## config.mk

```make
export PLATFORM = sky130hd
export DESIGN_NAME = reader_frame_deframer
export DESIGN_NICKNAME = d
export VERILOG_FILES = /design/src/hdl/rfd_pkg.sv /design/src/hdl/rfd_parser.sv /design/src/hdl/rfd_queue.sv /design/src/hdl/rfd_decoder.sv /design/src/hdl/reader_frame_deframer.sv
export SDC_FILE = /design/constraint.sdc
export NUM_CORES = 1
export LEC_CHECK = 0
export BUFFER_PORTS_ARGS = -buffer_cell sky130_fd_sc_hd__buf_4
export CAP_MARGIN = 20
export CELL_PAD_IN_SITES_DETAIL_PLACEMENT = 1
export CELL_PAD_IN_SITES_GLOBAL_PLACEMENT = 2
export CORE_MARGIN = 2
export CORE_UTILIZATION = 40
export CTS_CLUSTER_DIAMETER = 60
export DETAILED_ROUTE_END_ITERATION = 10
export GPL_ROUTABILITY_DRIVEN = 0
export PLACE_DENSITY = 0.75
export RECOVER_POWER = 25
export SYNTH_ARGS = -nofsm -noshare
export SYNTH_HDL_FRONTEND = slang
export SYNTH_SLANG_ARGS = --single-unit
```

## constraint.sdc

```tcl
create_clock -name clock -period 9.5 [get_ports clock]
set_input_delay 0.475 -clock clock [delete_from_list [all_inputs] [get_ports clock]]
set_output_delay 0.475 -clock clock [all_outputs]
set_load 0.01 [all_outputs]
```

## src/hdl/rfd_pkg.sv

```systemverilog
// Package: shared types and constants for the reader frame deframer.
`timescale 1ns / 1ps
package rfd_pkg;

   localparam int MAX_FRAME_BYTES = 128;
   localparam logic [7:0] HEADER_BYTE = 8'hBB;
   localparam logic [7:0] END_BYTE = 8'h7E;
   localparam logic [16:0] FRAME_OVERHEAD = 17'd7;
   localparam int CAP_DEPTH = 17;
   localparam logic [7:0] CAP_FIRST = 8'd5;
   localparam int QUEUE_DEPTH = 2;

   localparam logic [7:0] NOTICE_FRAME = 8'h02;
   localparam logic [7:0] RESPONSE_FRAME = 8'h01;
   localparam logic [7:0] CMD_TAG = 8'h22;
   localparam logic [7:0] CMD_POWER = 8'hB7;
   localparam logic [7:0] CMD_POWER_ACK = 8'hB6;
   localparam logic [7:0] CMD_REGION = 8'h08;
   localparam logic [7:0] CMD_ERROR = 8'hFF;
   localparam logic [7:0] CMD_MODEM = 8'hF1;
   localparam logic [7:0] CMD_MODEM_ACK = 8'hF0;
   localparam logic [7:0] CMD_HOP_ACK = 8'hAD;

   localparam logic [1:0] ST_GOOD = 2'd0;
   localparam logic [1:0] ST_CHECKSUM = 2'd1;
   localparam logic [1:0] ST_BAD_END = 2'd2;
   localparam logic [1:0] ST_TOO_LONG = 2'd3;

   localparam logic [3:0] KIND_TAG = 4'd0;
   localparam logic [3:0] KIND_POWER = 4'd1;
   localparam logic [3:0] KIND_POWER_ACK = 4'd2;
   localparam logic [3:0] KIND_REGION = 4'd3;
   localparam logic [3:0] KIND_ERROR = 4'd4;
   localparam logic [3:0] KIND_MODEM = 4'd5;
   localparam logic [3:0] KIND_MODEM_ACK = 4'd6;
   localparam logic [3:0] KIND_HOP_ACK = 4'd7;
   localparam logic [3:0] KIND_OTHER_RSP = 4'd8;
   localparam logic [3:0] KIND_OTHER_TYPE = 4'd9;

   typedef enum logic [2:0] {
      PH_HUNT, PH_TYPE, PH_CMD, PH_LENHI, PH_LENLO, PH_BODY
   } phase_type;

   // Finished frame handed from the parser to the decoder
   typedef struct packed {
      logic [1:0] status;
      logic [7:0] ftype;
      logic [7:0] command;
      logic [6:0] plen;
      logic [CAP_DEPTH*8-1:0] cap;   // frame byte 5 in bits [7:0]
   } frame_type_rec_type;

endpackage

```

## src/hdl/rfd_parser.sv

```systemverilog
// Front end: header hunt, field capture, checksum and end-marker checks.
`timescale 1ns / 1ps
module rfd_parser (
   input  logic clock,
   input  logic reset,
   input  logic in_valid,
   input  logic [7:0] in_byte,
   output logic in_ready,
   output logic frm_valid,
   output rfd_pkg::frame_type_rec_type frm_data,
   input  logic frm_ready
);
   import rfd_pkg::*;

   phase_type phase_ff, phase_in;
   logic [7:0] pos_ff, pos_in;
   logic [16:0] size_ff, size_in;
   logic [7:0] sum_ff, sum_in;
   logic [7:0] ftype_ff, ftype_in;
   logic [7:0] cmd_ff, cmd_in;
   logic [7:0] chk_ff, chk_in;
   logic [7:0] cap_ff [CAP_DEPTH];
   logic emit;
   logic [1:0] emit_status;
   logic [16:0] emit_plen;
   logic [16:0] size_sum;
   logic [8:0] cap_idx;
   logic accept;

   assign in_ready = frm_ready;
   assign accept = in_valid && in_ready;
   assign size_sum = {size_ff[16:8], in_byte} + FRAME_OVERHEAD;
   assign cap_idx = {1'b0, pos_ff} - {1'b0, CAP_FIRST};

   // Next state
   always_comb begin
      phase_in = phase_ff;
      pos_in = pos_ff;
      size_in = size_ff;
      sum_in = sum_ff;
      ftype_in = ftype_ff;
      cmd_in = cmd_ff;
      chk_in = chk_ff;
      case (phase_ff)
         PH_TYPE: begin
            ftype_in = in_byte; sum_in = sum_ff + in_byte; phase_in = PH_CMD;
         end
         PH_CMD: begin
            cmd_in = in_byte; sum_in = sum_ff + in_byte; phase_in = PH_LENHI;
         end
         PH_LENHI: begin
            size_in = {1'b0, in_byte, 8'd0}; sum_in = sum_ff + in_byte;
            phase_in = PH_LENLO;
         end
         PH_LENLO: begin
            sum_in = sum_ff + in_byte;
            if (size_sum > 17'(MAX_FRAME_BYTES)) begin
               size_in = {size_ff[16:8], in_byte};
               phase_in = PH_HUNT;
            end else begin
               size_in = size_sum; pos_in = CAP_FIRST; phase_in = PH_BODY;
            end
         end
         PH_BODY: begin
            if ({9'd0, pos_ff} + 17'd2 < size_ff) begin
               sum_in = sum_ff + in_byte; pos_in = pos_ff + 8'd1;
            end else if ({9'd0, pos_ff} + 17'd2 == size_ff) begin
               chk_in = in_byte; pos_in = pos_ff + 8'd1;
            end else begin
               phase_in = PH_HUNT;
            end
         end
         default: begin
            if (in_byte == HEADER_BYTE) begin
               sum_in = 8'd0; chk_in = 8'd0; phase_in = PH_TYPE;
            end
         end
      endcase
   end

   // Result outputs
   always_comb begin
      emit = 1'b0;
      emit_status = ST_GOOD;
      emit_plen = size_ff - FRAME_OVERHEAD;
      case (phase_ff)
         PH_LENLO: begin
            if (size_sum > 17'(MAX_FRAME_BYTES)) begin
               emit = 1'b1; emit_status = ST_TOO_LONG;
               emit_plen = {size_ff[16:8], in_byte};
            end
         end
         PH_BODY: begin
            if ({9'd0, pos_ff} + 17'd2 > size_ff) begin
               emit = 1'b1;
               if (in_byte != END_BYTE) emit_status = ST_BAD_END;
               else if (chk_ff != sum_ff) emit_status = ST_CHECKSUM;
               else emit_status = ST_GOOD;
            end
         end
         default: emit = 1'b0;
      endcase
   end

   always_ff @(posedge clock) begin
      if (reset) begin
         phase_ff <= PH_HUNT;
         pos_ff <= 8'd0;
         size_ff <= 17'd0;
         sum_ff <= 8'd0;
         ftype_ff <= 8'd0;
         cmd_ff <= 8'd0;
         chk_ff <= 8'd0;
         for (int i = 0; i < CAP_DEPTH; i++) cap_ff[i] <= 8'd0;
      end else if (accept) begin
         phase_ff <= phase_in;
         pos_ff <= pos_in;
         size_ff <= size_in;
         sum_ff <= sum_in;
         ftype_ff <= ftype_in;
         cmd_ff <= cmd_in;
         chk_ff <= chk_in;
         if (phase_ff == PH_HUNT && in_byte == HEADER_BYTE) begin
            for (int i = 0; i < CAP_DEPTH; i++) cap_ff[i] <= 8'd0;
         end else if (phase_ff == PH_BODY && {9'd0, pos_ff} + 17'd2 < size_ff
                      && cap_idx < 9'(CAP_DEPTH)) begin
            cap_ff[cap_idx[4:0]] <= in_byte;
         end
      end
   end

   // Frame record toward the queue
   always_comb begin
      frm_valid = accept && emit;
      frm_data.status = emit_status;
      frm_data.ftype = ftype_ff;
      frm_data.command = cmd_ff;
      frm_data.plen = (emit_plen > 17'd127) ? 7'd127 : emit_plen[6:0];
      for (int i = 0; i < CAP_DEPTH; i++) frm_data.cap[i*8 +: 8] = cap_ff[i];
   end

   property p_no_body_on_reset;
      @(posedge clock) reset |=> phase_ff == PH_HUNT;
   endproperty
   a_reset: assert property (p_no_body_on_reset) else $error("phase not cleared");
   a_hunt_after_emit: assert property (@(posedge clock) disable iff (reset)
      frm_valid |=> phase_ff == PH_HUNT) else $error("no hunt after result");
   a_size_bound: assert property (@(posedge clock) disable iff (reset)
      phase_ff == PH_BODY |-> size_ff <= 17'(MAX_FRAME_BYTES))
      else $error("frame size over limit");
endmodule

```

## src/hdl/rfd_queue.sv

```systemverilog
// Short frame queue between parser and decoder.
`timescale 1ns / 1ps
module rfd_queue (
   input  logic clock,
   input  logic reset,
   input  logic wr_valid,
   input  rfd_pkg::frame_type_rec_type wr_data,
   output logic wr_ready,
   output logic rd_valid,
   output rfd_pkg::frame_type_rec_type rd_data,
   input  logic rd_ready
);
   import rfd_pkg::*;

   frame_type_rec_type mem_ff [QUEUE_DEPTH];
   logic wp_ff, rp_ff;
   logic [1:0] cnt_ff;
   logic push, pop;

   assign wr_ready = cnt_ff != 2'(QUEUE_DEPTH);
   assign rd_valid = cnt_ff != 2'd0;
   assign rd_data = mem_ff[rp_ff];
   assign push = wr_valid && wr_ready;
   assign pop = rd_valid && rd_ready;

   always_ff @(posedge clock) begin
      if (push) mem_ff[wp_ff] <= wr_data;
      if (reset) begin
         wp_ff <= 1'b0; rp_ff <= 1'b0; cnt_ff <= 2'd0;
      end else begin
         if (push) wp_ff <= ~wp_ff;
         if (pop) rp_ff <= ~rp_ff;
         cnt_ff <= cnt_ff + {1'b0, push} - {1'b0, pop};
      end
   end

   a_cnt: assert property (@(posedge clock) disable iff (reset)
      cnt_ff <= 2'(QUEUE_DEPTH)) else $error("queue overflow");
   a_pushpop: assert property (@(posedge clock) disable iff (reset)
      push && !pop |=> cnt_ff == $past(cnt_ff) + 2'd1) else $error("count slip");
   a_empty: assert property (@(posedge clock) disable iff (reset)
      cnt_ff == 2'd0 |-> !pop) else $error("pop when empty");
endmodule

```

## src/hdl/rfd_decoder.sv

```systemverilog
// Back end: decodes a frame record into result fields, registered output.
`timescale 1ns / 1ps
module rfd_decoder (
   input  logic clock,
   input  logic reset,
   input  logic frm_valid,
   input  rfd_pkg::frame_type_rec_type frm_data,
   output logic frm_ready,
   output logic out_valid,
   input  logic out_ready,
   output logic [1:0] frame_status,
   output logic [3:0] frame_kind,
   output logic [7:0] command_code,
   output logic [6:0] payload_length,
   output logic signed [8:0] signal_strength,
   output logic [15:0] protocol_control,
   output logic [63:0] epc_upper,
   output logic [31:0] epc_lower,
   output logic [15:0] tag_crc,
   output logic [15:0] word_value,
   output logic [7:0] first_byte,
   output logic [7:0] second_byte
);
   import rfd_pkg::*;

   logic valid_ff;
   logic load;
   logic [3:0] kind_in;
   logic signed [8:0] ss_in;
   logic [15:0] pc_in, crc_in, wv_in;
   logic [63:0] eu_in;
   logic [31:0] el_in;
   logic [7:0] fb_in, sb_in;
   logic [7:0] cb [CAP_DEPTH];

   assign frm_ready = !valid_ff || out_ready;
   assign load = frm_valid && frm_ready;
   assign out_valid = valid_ff;

   always_comb begin
      for (int i = 0; i < CAP_DEPTH; i++) cb[i] = frm_data.cap[i*8 +: 8];
      kind_in = KIND_TAG;
      ss_in = '0; pc_in = '0; eu_in = '0; el_in = '0; crc_in = '0;
      wv_in = '0; fb_in = '0; sb_in = '0;
      if (frm_data.status == ST_GOOD) begin
         if (frm_data.ftype == NOTICE_FRAME && frm_data.command == CMD_TAG) begin
            kind_in = KIND_TAG;
            ss_in = $signed({1'b0, cb[0]}) - 9'sd255;
            pc_in = {cb[1], cb[2]};
            eu_in = {cb[3], cb[4], cb[5], cb[6], cb[7], cb[8], cb[9], cb[10]};
            el_in = {cb[11], cb[12], cb[13], cb[14]};
            crc_in = {cb[15], cb[16]};
         end else if (frm_data.ftype == RESPONSE_FRAME) begin
            case (frm_data.command)
               CMD_POWER: begin kind_in = KIND_POWER; wv_in = {cb[0], cb[1]}; end
               CMD_POWER_ACK: kind_in = KIND_POWER_ACK;
               CMD_REGION: begin kind_in = KIND_REGION; fb_in = cb[0]; end
               CMD_ERROR: begin kind_in = KIND_ERROR; fb_in = cb[0]; end
               CMD_MODEM: begin
                  kind_in = KIND_MODEM; fb_in = cb[0]; sb_in = cb[1];
                  wv_in = {cb[2], cb[3]};
               end
               CMD_MODEM_ACK: kind_in = KIND_MODEM_ACK;
               CMD_HOP_ACK: kind_in = KIND_HOP_ACK;
               default: kind_in = KIND_OTHER_RSP;
            endcase
         end else begin
            kind_in = KIND_OTHER_TYPE;
         end
      end
   end

   always_ff @(posedge clock) begin
      if (reset) valid_ff <= 1'b0;
      else if (frm_ready) valid_ff <= frm_valid;
      if (load) begin
         frame_status <= frm_data.status;
         frame_kind <= kind_in;
         command_code <= frm_data.command;
         payload_length <= frm_data.plen;
         signal_strength <= ss_in;
         protocol_control <= pc_in;
         epc_upper <= eu_in;
         epc_lower <= el_in;
         tag_crc <= crc_in;
         word_value <= wv_in;
         first_byte <= fb_in;
         second_byte <= sb_in;
      end
   end

   a_hold: assert property (@(posedge clock) disable iff (reset)
      out_valid && !out_ready |=> out_valid && $stable(frame_status))
      else $error("result dropped");
   a_bad_zero: assert property (@(posedge clock) disable iff (reset)
      out_valid && frame_status != ST_GOOD |-> frame_kind == KIND_TAG)
      else $error("kind on bad frame");
   a_load: assert property (@(posedge clock) disable iff (reset)
      load |=> out_valid) else $error("load lost");
endmodule

```

## src/hdl/reader_frame_deframer.sv

```systemverilog
// Top level: reader frame deframer.
`timescale 1ns / 1ps
// Accepts one received byte per cycle (req_rx_byte) and emits one result per
// frame on the rsp_ channel. The parser takes a byte every cycle while the
// two-entry frame queue has room; a finished frame passes the queue and is
// decoded into the output register. Only a stalled rsp_ side with a full
// queue holds back req_ready; bytes outside a frame give no result.
module reader_frame_deframer (
   input  logic clock,
   input  logic reset,
   input  logic req_valid,
   output logic req_ready,
   input  logic [7:0] req_rx_byte,
   output logic rsp_valid,
   input  logic rsp_ready,
   output logic [1:0] rsp_frame_status,
   output logic [3:0] rsp_frame_kind,
   output logic [7:0] rsp_command_code,
   output logic [6:0] rsp_payload_length,
   output logic signed [8:0] rsp_signal_strength,
   output logic [15:0] rsp_protocol_control,
   output logic [63:0] rsp_epc_upper,
   output logic [31:0] rsp_epc_lower,
   output logic [15:0] rsp_tag_crc,
   output logic [15:0] rsp_word_value,
   output logic [7:0] rsp_first_byte,
   output logic [7:0] rsp_second_byte
);
   import rfd_pkg::*;

   logic f_valid, f_ready, q_valid, q_ready;
   frame_type_rec_type f_data, q_data;

   rfd_parser u_parser (
      .clock(clock), .reset(reset), .in_valid(req_valid), .in_byte(req_rx_byte),
      .in_ready(req_ready), .frm_valid(f_valid), .frm_data(f_data),
      .frm_ready(f_ready));

   rfd_queue u_queue (
      .clock(clock), .reset(reset), .wr_valid(f_valid), .wr_data(f_data),
      .wr_ready(f_ready), .rd_valid(q_valid), .rd_data(q_data),
      .rd_ready(q_ready));

   rfd_decoder u_decoder (
      .clock(clock), .reset(reset), .frm_valid(q_valid), .frm_data(q_data),
      .frm_ready(q_ready), .out_valid(rsp_valid), .out_ready(rsp_ready),
      .frame_status(rsp_frame_status), .frame_kind(rsp_frame_kind),
      .command_code(rsp_command_code), .payload_length(rsp_payload_length),
      .signal_strength(rsp_signal_strength),
      .protocol_control(rsp_protocol_control), .epc_upper(rsp_epc_upper),
      .epc_lower(rsp_epc_lower), .tag_crc(rsp_tag_crc),
      .word_value(rsp_word_value), .first_byte(rsp_first_byte),
      .second_byte(rsp_second_byte));
endmodule

```

==> reports/metrics.cfg, run 1 <==
[placement]
hpwl_mm = 41.41
place_area_mm2 = 0.03050
port_buffers = 203

[logic_synthesis]
ys_types = 70
synth_top_family_by_area = simple AND/OR/NAND/NOR gates
ys_top_cells_by_area = edfxtp_1 69%, mux2i_1 5.9%, dfxtp_1 4.7%
synthSimpleGateAreaFrac = 0.1091
ys_warn_count = 0
synth_edf_count = 648
syn_area_mm2 = 0.02805
yosys.area.top_type_share = 0.6937
yosysMostFrequentCell = edfxtp_1
syn-mean-instance-area_um2 = 14.98
synth_ff_type = edfxtp_1
synth_xor_area_frac = 0.01405
yosys-mux-area-fraction = 0.06334
synth.top_cells.by_count = 648 x edfxtp_1, 232 x nor2_1, 164 x mux2i_1
synthAdderAreaFrac = 0.01499
synth_top_cell_by_area = edfxtp_1
synth_nets = 1918
synth_cells = 1873
synth-compound-area-share = 0.03818
ys_seq_area_frac = 0.7408
synth_seq_cells = 714
synthArstFlopShare = 0

[die]
core_mm2 = 0.06979
die_h_um = 268.8
row_count = 97
die_w_um = 268.8
ios = 204
dieArea_mm2 = 0.07226
initial_core_util = 0.4020

[clock_network]
cts-root-buf = clkbuf_16
clk_pin_slew_ns = 0.06
cts.sinks = 714
ctsResizeCount = 0
ctsHoldBuffers = 0
cts-buffers-inserted = 78
cts_tree = done
insertion_delay_ns = 0.62
cts_max_level = 3
postCtsSetupBuffers = 0
clockBufferDepth = 3

[sta]
min_period_over_period = 0.5514
max_slew_margin = -0.4603
finalCriticalPeriod_ns = 5.238
setup_tns_ns = 0
grt_setup_unrepaired = no
hold_viol = 0
worst_pin_slew_ns = 2.190
finClkSkew_ns = 0.02787
setup_violations = 0
slew_violations = 50
fmax_mhz = 190.9

[run_status]
status = finished with violations
violations = capacitance limit, slew limit

[setup_path]
cp-end-kind = flop
r2r_start = u_parser.pos_ff[2]
critPathLaunch = u_parser.pos_ff[2]
critPathRequiredTime_ns = 9.77
cp.arrival_ns = 5.51
critPathKind = reg2reg
path_max_fanout = 83
startpoint_type = flop

[route]
drc = 0
avgRoutedWirePerCell_um = 21.16
via_per_inst = 5.138
dr.pass1.iters = 5
wirelength_mm = 65.00
drtIter0Drc = 1036
via_count = 15785
ant_nets = 0

[min_path]
timing.hold.worst.start = rsp_ready
min-delay-path-class = in2reg

[global_routing]
grt_pass1_wl_mm = 98.49
grtUsageMet3 = 0.02511
use_met2 = 0.3078
grt_pass1_vias = 16585
antenna_found_initial = 0
grtUsageMet1 = 0.2388
grt.overflow.total = 0
grt_max_degree = 84
gr-max-usage-layer = met2
grt_use_total = 0.1791

[pwr]
ir_drop_v = 0.0001184
power.density_mw_per_mm2 = 251.9
p_leak_nw = 11.24
p_total_mw = 8.292

[cells_and_area]
num-fill-cells = 6860
drive_gt1_frac = 0.1534
diodes = 0
final_area_mm2 = 0.03292
fin_nets = 2115
seqCellArea_mm2 = 0.02078
multi_input_area_mm2 = 0.006773
syn2layout_area_growth_pct = 17.37
final_util = 0.4718

[flow_run]
maxCapViolCount = 1

-- cell families after synthesis --
group | Yosys count
flops | 714
simple gates | 604
mux | 176
compound gates | 164
buf+inv | 137
xor+xnor | 45
fa+ha+maj | 33
-- state kept, by name, indices dropped and copies added (netlist names), 9 cells and up, named ones only --
register	count
u_parser.size_ff	17
u_decoder.signal_strength	9
u_parser.cap_ff	136
u_decoder.word_value	16
u_decoder.tag_crc	16
u_decoder.protocol_control	16
u_decoder.epc_lower	32
u_decoder.epc_upper	64
u_queue.mem_ff	322
-- cell type report --
type	count	share of cell area
tap	940	0.03572
inverter	39	0.004598
multi-input combinational	1022	0.2057
clock buffer	99	0.06422
sequential	714	0.6313
clock inverter	43	0.01296
timing repair buffer	215	0.04553
-- worst max-delay path, stage by stage (launching register included) --
cell      delay, ns
dfxtp_1        0.69
ha_1           0.34
and3_1         0.24
xor2_1         0.11
ha_1           0.31
o21a_1         0.12
o21ai_0        0.08
a221oi_1       0.34
o21ai_1        0.32
o21a_1         0.39
or3_1          0.46
inv_6          0.54
buf_4          0.42
buf_16         0.33
-- metal layers --
metal	wire, um	part of all wire
met1	28860	0.44
met2	32200	0.50
met3	2824	0.043
met4	1113	0.017
met5	0	0
-- placed cells by master, fill, tap and decap left out, types with 18 or more instances in the layout --
cell,netlist,layout
edfxtp_1,648,648
nor2_1,232,232
buf_4,1,178
mux2i_1,164,164
and2_1,107,107
clkbuf_16,0,81
dfxtp_1,66,65
nand2_1,60,60
clkbuf_1,68,52
a21oi_1,42,41
nor4_1,41,41
nor3_1,38,38
inv_1,37,36
xnor2_1,35,35
ha_1,32,32
o21ai_0,31,30
nand2b_1,24,24
nand3_1,24,24
o22ai_1,18,18
-- through the flow --
stage | setup WS [ns] | std cells | hold slack [ns]
2_1_floorplan | 2.492 | 1873 | 0.4215
3_3_place_gp | 3.690 | 2929 | 0.4237
3_5_place_dp | 3.458 | 2929 | 0.4310
4_1_cts | 3.986 | 3071 | 0.2002
5_1_grt | 3.927 | 3072 | 0.2316
6_report | 4.262 | 3072 | 0.2207
-- power breakdown --
part / internal [mW] / total (mW) / switching [mW]
combinational: 0.502 / 1.21 / 0.707
clock: 1.78 / 3.00 / 1.22
sequential: 3.90 / 4.09 / 0.190
total: 6.17 / 8.29 / 2.12
-- path summary, 6_finish.rpt --
path	depth (start not counted)	to	slack, ns
min reg2reg	0	u_queue.mem_ff[1][52]	0.42
min	3	u_decoder.out_valid	0.22
max	13	u_queue.mem_ff[0][6]	4.26
max reg2reg	13	u_queue.mem_ff[0][6]	4.26
No activity file was read; power rests on OpenSTA's default activity.
==> inputs of run 2 (changes only) <==
==> constraint.sdc (replaced) <==
create_clock -name clock -period 5.44 [get_ports clock]
set_input_delay 0.272 -clock clock [delete_from_list [all_inputs] [get_ports clock]]
set_output_delay 0.272 -clock clock [all_outputs]
set_load 0.01 [all_outputs]
==> run 2 against run 1 <==
- the flow still finishes with violations (capacitance limit, slew limit)
- maximum frequency increased by 10%
- utilization up 0.13 points
- register-to-register slack got worse by 3.6 ns
- critical path depth down 5
- via count up 0.41%
- final cell count is 0.36% higher
- count of clock-buffer cells in the layout down 8
- critical path type unchanged
==> reports/metrics.cfg, run 2 (same netlist as run 1, synthesis figures left out) <==
[global_routing]
grt_pass1_wl_mm = 101.1  ; +2.7%
grt.overflow.total = 0  ; unchanged
gr-max-usage-layer = met2
use_met2 = 0.3200  ; +0.01219
grtUsageMet1 = 0.2391  ; +0.0002560
grt_use_total = 0.1857  ; +0.006580
antenna_found_initial = 1  ; +1
grtUsageMet3 = 0.02804  ; +0.002922
grt_max_degree = 130  ; +55%
grt_pass1_vias = 16868  ; +1.7%

[pwr]
p_leak_nw = 11.20  ; -0.31%
p_seq_frac = 0.486  ; -0.007
p_sw_frac = 0.2584  ; +0.002950
p_sw_mw = 3.776  ; +78%
ir_drop_v = 0.0002223  ; +88%
clock_power_share = 0.373  ; +0.012
internal_power_mw = 10.84  ; +76%
power.density_mw_per_mm2 = 442.6  ; +76%
p_comb_frac = 0.142  ; -0.004

[setup_path]
cp.arrival_ns = 5.07  ; -0.44 ns
path_max_fanout = 29  ; -65%
r2r_end = u_decoder.word_value[11]
critPathKind = reg2reg
cp-end-kind = flop
reg2reg_slack_ns = 0.70  ; -3.57 ns
critPathRequiredTime_ns = 5.77  ; -4.00 ns
reg2regPathDepth = 8  ; -5
cp-endpoint = u_decoder.word_value[11]
startpoint_type = flop

[die]
initial_core_util = 0.4020  ; unchanged
dieArea_mm2 = 0.07226  ; unchanged
die_w_um = 268.8  ; unchanged
row_count = 97  ; unchanged
core_mm2 = 0.06979  ; unchanged
ios = 204  ; unchanged
die_h_um = 268.8  ; unchanged

[clock_network]
cts.sinks = 714  ; unchanged
cts-buffers-inserted = 79  ; +1.3%
cts-root-buf = clkbuf_16
ctsResizeCount = 0  ; unchanged
cts_tree = done
cts_max_level = 3  ; unchanged
clockBufferDepth = 3  ; unchanged
insertion_delay_ns = 0.63  ; about the same
clk_pin_slew_ns = 0.06  ; about the same

[cells_and_area]
final_common_cell = edfxtp_1
final_cell_mix = 648 x edfxtp_1, 232 x nor2_1, 164 x mux2i_1
reg_top3 = u_queue.mem_ff x322, u_parser.cap_ff x136, u_decoder.epc_upper x64
fin_nets = 2125  ; +0.47%
syn2layout_area_growth_pct = 17.69
fin_cells = 3083  ; +0.36%
top_register = u_queue.mem_ff
diodes = 0  ; unchanged
drive_gt1_frac = 0.1405  ; -0.01292
largest_reg_flops = 322  ; unchanged

[route]
drc = 0  ; unchanged
wirelength_mm = 67.34  ; +3.6%
dr.pass1.iters = 5  ; unchanged
via_count = 15850  ; +0.41%
drtIter0Drc = 977  ; -5.7%
ant_nets = 0  ; unchanged
via_per_inst = 5.141  ; about the same
avgRoutedWirePerCell_um = 21.84  ; +3.2%

[flow_run]
maxCapViolCount = 1  ; unchanged

[sta]
min_period_over_period = 0.8721  ; +0.3207
finalCriticalPeriod_ns = 4.744  ; -0.4942 ns
max_slew_margin = -0.1093  ; +0.3510
timing.final.ws_setup_ns = 0.6957  ; -3.566 ns
finClkSkew_ns = 0.02397  ; -0.003905 ns
hold_viol = 0  ; unchanged
setup_violations = 0  ; unchanged
worst_pin_slew_ns = 1.662  ; -0.5288 ns
setup_tns_ns = 0  ; unchanged
grt_setup_unrepaired = no
slew_violations = 29  ; -42%
fmax_mhz = 210.8  ; +10%

[run_status]
violations = capacitance limit, slew limit
status = finished with violations

[placement]
pre_cts_ws_ns = 0.9709  ; -2.487 ns
port_buffers = 203  ; unchanged
hpwl_mm = 42.34  ; +2.2%
dp_cells = 2938  ; +0.31%

[min_path]
min-delay-path-class = in2reg
hold_path_depth = 3  ; unchanged

run 2: changes by cell type in the layout (fill, tap and decap cells not counted), moves of 4 or more:
cell      previous run  this run
buf_12               0         4
buf_4              178       144
mux2_1               0         6
clkinv_4             1         5
mux2_2              12         6
clkbuf_1            52        83
run 2: power groups by stage:
| stage | Sequential, mW | Clock [mW] | Combinational, mW |
|---|---|---|---|
| finish | 7.10 | 5.45 | 2.07 |
| global route | 7.17 | 5.76 | 2.24 |
| CTS | 7.12 | 5.57 | 2.29 |
| detailed placement | 7.23 | 0 | 2.28 |
| global placement | 7.21 | 0 | 2.23 |
| floorplan | 7.44 | 0 | 0.792 |
run 2: final cells by class:
class / count / area, um2
fill: 6936 / 36770
sequential: 714 / 20780
multi-input combinational: 1022 / 6777
clock buffer: 91 / 2085
timing repair buffer: 224 / 1453
tap: 940 / 1176
clock inverter: 53 / 594.3
inverter: 39 / 151.4
run 2: worst min-delay path by stage:
| stage | startpoint | endpoint | slack, ns |
|---|---|---|---|
| floorplan | u_parser.cap_ff[0][0] | u_queue.mem_ff[0][0] | 0.42 |
| global placement | u_parser.cap_ff[6][0] | u_queue.mem_ff[0][48] | 0.42 |
| detailed placement | u_parser.cap_ff[16][5] | u_queue.mem_ff[1][133] | 0.43 |
| CTS | req_rx_byte[1] | u_parser.size_ff[9] | 0.01 |
| global route | req_rx_byte[1] | u_parser.size_ff[9] | 0.07 |
| finish | req_rx_byte[1] | u_parser.size_ff[9] | 0.05 |
run 2: through the flow:
stage / hold WS, ns / power (mW) / util / instance area, um2
after detailed placement: 0.4337 / 9.507 / 0.4387 / 30610
final: 0.05170 / 14.61 / 0.4731 / 33020
after floorplan: 0.4215 / 8.236 / - / 28070
after global placement: 0.4225 / 9.441 / 0.4387 / 30610
after global routing: 0.07077 / 15.17 / 0.4731 / 33020
after CTS: 0.01383 / 14.98 / 0.4772 / 33300
run 2: critical path, cell delays in order, from the launching register on:
cell and delay (ns):
dfxtp_1 1.43, buf_4 0.62, mux2_2 0.48, nor4_1 0.55, nand3_1 0.16, nand2_1 0.21, nor2_1 0.10, nand2_1 0.67
o22ai_1 0.20
run 2: routing by layer:
metal,part of all wire,wire length (um)
met5,0,0
met4,0.024,1598
met3,0.039,2630
met2,0.50,33760
met1,0.44,29350
run 2: repair_timing:
item / 4_1_cts / 5_1_grt
hold buffers: 1 / 0
hold endpoints to repair: 1 / 0
endpoints found under the setup margin: 0 / 0
buffers inserted: 0 / 0
==> inputs of run 3 (changes only) <==
--- a/config.mk
+++ b/config.mk
@@ -7,14 +7,15 @@
 export LEC_CHECK = 0
 export BUFFER_PORTS_ARGS = -buffer_cell sky130_fd_sc_hd__buf_4
 export CAP_MARGIN = 20
-export CELL_PAD_IN_SITES_DETAIL_PLACEMENT = 1
-export CELL_PAD_IN_SITES_GLOBAL_PLACEMENT = 2
+export CELL_PAD_IN_SITES_DETAIL_PLACEMENT = 0
+export CELL_PAD_IN_SITES_GLOBAL_PLACEMENT = 1
+export CORE_ASPECT_RATIO = 0.8
 export CORE_MARGIN = 2
 export CORE_UTILIZATION = 40
 export CTS_CLUSTER_DIAMETER = 60
 export DETAILED_ROUTE_END_ITERATION = 10
 export GPL_ROUTABILITY_DRIVEN = 0
-export PLACE_DENSITY = 0.75
+export PLACE_DENSITY = 0.66
 export RECOVER_POWER = 25
 export SYNTH_ARGS = -nofsm -noshare
 export SYNTH_HDL_FRONTEND = slang
==> run 3 against run 2 <==
- the run now ends clean
- register-to-register slack better by 0.11 ns
- power fell by 2.8%
- highest routed layer unchanged
- clock power fell by 7.3%
- sequential share of layout area grew 0.54 points
- non-clock buffer count is 2 lower
- critical path type unchanged
- clock skew up 0.0021 ns
- maximum frequency rose by 2.3%
- count of clock-buffer cells in the layout increased by 8
- wire length fell by 8.1%
- utilization about the same
==> reports/metrics.cfg, run 3 (same netlist as run 1, synthesis figures left out) <==
[route]
ant_nets = 0  ; unchanged
drc = 0  ; unchanged
drtIter0Drc = 1134  ; +16%
via_per_inst = 5.084  ; -1.1%
via_count = 15516  ; -2.1%
dr.pass1.iters = 5  ; unchanged
wirelength_mm = 61.88  ; -8.1%
avgRoutedWirePerCell_um = 20.27  ; -7.2%

[setup_path]
reg2regPathDepth = 11  ; +3
cp.arrival_ns = 4.90  ; -0.17 ns
slowest_stage = dfxtp_1
path_max_fanout = 27  ; -6.9%
r2r_start = u_parser.pos_ff[2]
critPathKind = reg2reg
reg2reg_slack_ns = 0.80  ; +0.11 ns
cp_cell_sequence = and4_1 > nand2_1 > xnor2_1 > ha_1 > a2111oi_0 > a221oi_1 > o21ai_2 > o2111ai_4 > buf_12 > nor3_1 > nand2b_1
max_stage_delay_ns = 0.71  ; -0.72 ns
r2r_end = u_parser.cap_ff[8][2]
critPathRequiredTime_ns = 5.71  ; -0.06 ns
startpoint_type = flop
cp-end-kind = flop

[flow_run]
maxCapViolCount = 0  ; -1

[sta]
setup_violations = 0  ; unchanged
worst_pin_slew_ns = 1.170  ; -0.4913 ns
fmax_mhz = 215.7  ; +2.3%
hold_viol = 0  ; unchanged
setup_tns_ns = 0  ; unchanged
slew_violations = 0  ; -100%
grt_setup_unrepaired = no
finClkSkew_ns = 0.02603  ; +0.002058 ns
finalCriticalPeriod_ns = 4.636  ; -0.1082 ns
max_slew_margin = 0.2198  ; +0.3291
min_period_over_period = 0.8522  ; -0.01989
timing.final.ws_setup_ns = 0.8039  ; +0.1082 ns

[pwr]
ir_drop_v = 0.0002543  ; +14%
power.density_mw_per_mm2 = 433.7  ; -2.0%
p_leak_nw = 11.08  ; -1.1%

[die]
ios = 204  ; unchanged
initial_core_util = 0.4054  ; +0.003467
dieArea_mm2 = 0.07228  ; about the same
core_mm2 = 0.06919  ; -0.86%
die_h_um = 240.9  ; -10%
row_count = 86  ; -11%
die_w_um = 300.1  ; +12%

[cells_and_area]
syn2layout_area_growth_pct = 16.71
fin_nets = 2117  ; -0.38%
top_register = u_queue.mem_ff
final_common_cell = edfxtp_1
seqCellArea_mm2 = 0.02078  ; about the same
reg_top3 = u_queue.mem_ff x322, u_parser.cap_ff x136, u_decoder.epc_upper x64
multi_input_area_mm2 = 0.006769  ; -0.11%
num-fill-cells = 6032  ; -13%
diodes = 0  ; unchanged
fin_cells = 3052  ; -1.0%
largest_reg_flops = 322  ; unchanged
final_cell_mix = 648 x edfxtp_1, 232 x nor2_1, 164 x mux2i_1
drive_gt1_frac = 0.1363  ; -0.004179

[global_routing]
grt_pass1_vias = 15121  ; -10%
grt.overflow.total = 0  ; unchanged
grt_max_degree = 162  ; +25%
grt_pass1_wl_mm = 92.27  ; -8.8%
antenna_found_initial = 1  ; unchanged
grt_use_total = 0.1695  ; -0.01626

[min_path]
min-delay-path-class = in2reg
min_to = u_parser.size_ff[9]
timing.hold.worst.start = req_rx_byte[1]
hold_path_depth = 3  ; unchanged

[clock_network]
cts-root-buf = clkbuf_16
postCtsSetupBuffers = 0  ; unchanged
cts.sinks = 714  ; unchanged
clk_pin_slew_ns = 0.06  ; about the same
clockBufferDepth = 3  ; unchanged
cts_max_level = 3  ; unchanged
insertion_delay_ns = 0.62  ; about the same
ctsResizeCount = 0  ; unchanged
cts-buffers-inserted = 73  ; -7.6%
cts_tree = done

[placement]
dp_cells = 2920  ; -0.61%
pre_cts_ws_ns = 0.8138  ; -0.1572 ns
port_buffers = 203  ; unchanged
hpwl_mm = 38.40  ; -9.3%

[run_status]
status = complete, no violations

run 3: cell count changes in the layout (fill, tap and decap cells not counted), moves of 2 or more:
| cell | before | now |
|---|---|---|
| buf_4 | 144 | 142 |
| bufinv_16 | 10 | 8 |
| clkbuf_1 | 83 | 94 |
| clkbuf_16 | 81 | 75 |
| clkbuf_8 | 2 | 4 |
| clkinv_1 | 17 | 8 |
| clkinv_4 | 5 | 2 |
| clkinvlp_4 | 5 | 1 |
| inv_6 | 6 | 2 |
| mux2_1 | 6 | 0 |
| mux2_2 | 6 | 12 |
run 3: worst max-delay path by stage:
stage | from | to | slack, ns | cells after the start
2_1_floorplan | u_parser.pos_ff[2] | u_queue.mem_ff[0][0] | 0.02 | 11
3_3_place_gp | u_parser.pos_ff[2] | u_queue.mem_ff[0][9] | 1.01 | 12
3_5_place_dp | u_parser.pos_ff[3] | u_parser.cap_ff[8][1] | 0.81 | 11
4_1_cts | u_parser.pos_ff[3] | u_parser.cap_ff[8][5] | 0.81 | 11
5_1_grt | u_parser.pos_ff[2] | u_parser.cap_ff[0][7] | 0.25 | 11
6_report | u_parser.pos_ff[2] | u_parser.cap_ff[8][2] | 0.80 | 11
run 3: critical path: cells and delay by family (launching register included):
| family | cells | cell delay [ns] |
|---|---|---|
| AOI/OAI and AO/OA | 4 | 1.51 |
| xor gates and xnor gates | 1 | 0.16 |
| adders and majority gates | 1 | 0.32 |
| buffers and inverters | 1 | 0.33 |
| DFF | 1 | 0.71 |
| and+or+nand+nor | 4 | 1.26 |
run 3: timing repair:
action	in CTS	in global routing
endpoints found under the hold margin	1	0
setup endpoints to repair	0	0
hold buffers	1	0
run 3: per-stage QoR:
stage	cell area (um2)	power, mW	util	hold slack, ns
after floorplan	28070	8.236	-	0.4215
after global placement	30590	9.466	0.4421	0.4285
after detailed placement	30590	9.500	0.4421	0.4327
after CTS	33020	14.57	0.4773	0.01544
after global routing	32740	14.77	0.4732	0.04140
final	32740	14.20	0.4732	0.05258
run 3: cell type report:
class / instances / share of cell area
Sequential cell: 714 / 0.6348
Timing Repair Buffer: 222 / 0.04441
Multi-Input combinational cell: 1022 / 0.2068
Tap cell: 924 / 0.03531
Clock buffer: 99 / 0.06130
Inverter: 39 / 0.004624
Clock inverter: 32 / 0.01276
run 3: power breakdown:
part           internal [mW]  total [mW]  switching (mW)
Combinational          0.798        2.05            1.25
Clock                   2.99        5.05            2.06
Sequential              6.79        7.10           0.308
run 3: metal layers:
metal  up-vias  routed length, um  global-route usage  share of wire
met5         -                  0                   0              0
met4         0               1000             0.04091          0.016
met3        77               3434             0.03430          0.055
met2       380              28480              0.2659           0.46
met1      7700              28970              0.2432           0.47
li1       7359                  -                   -              -
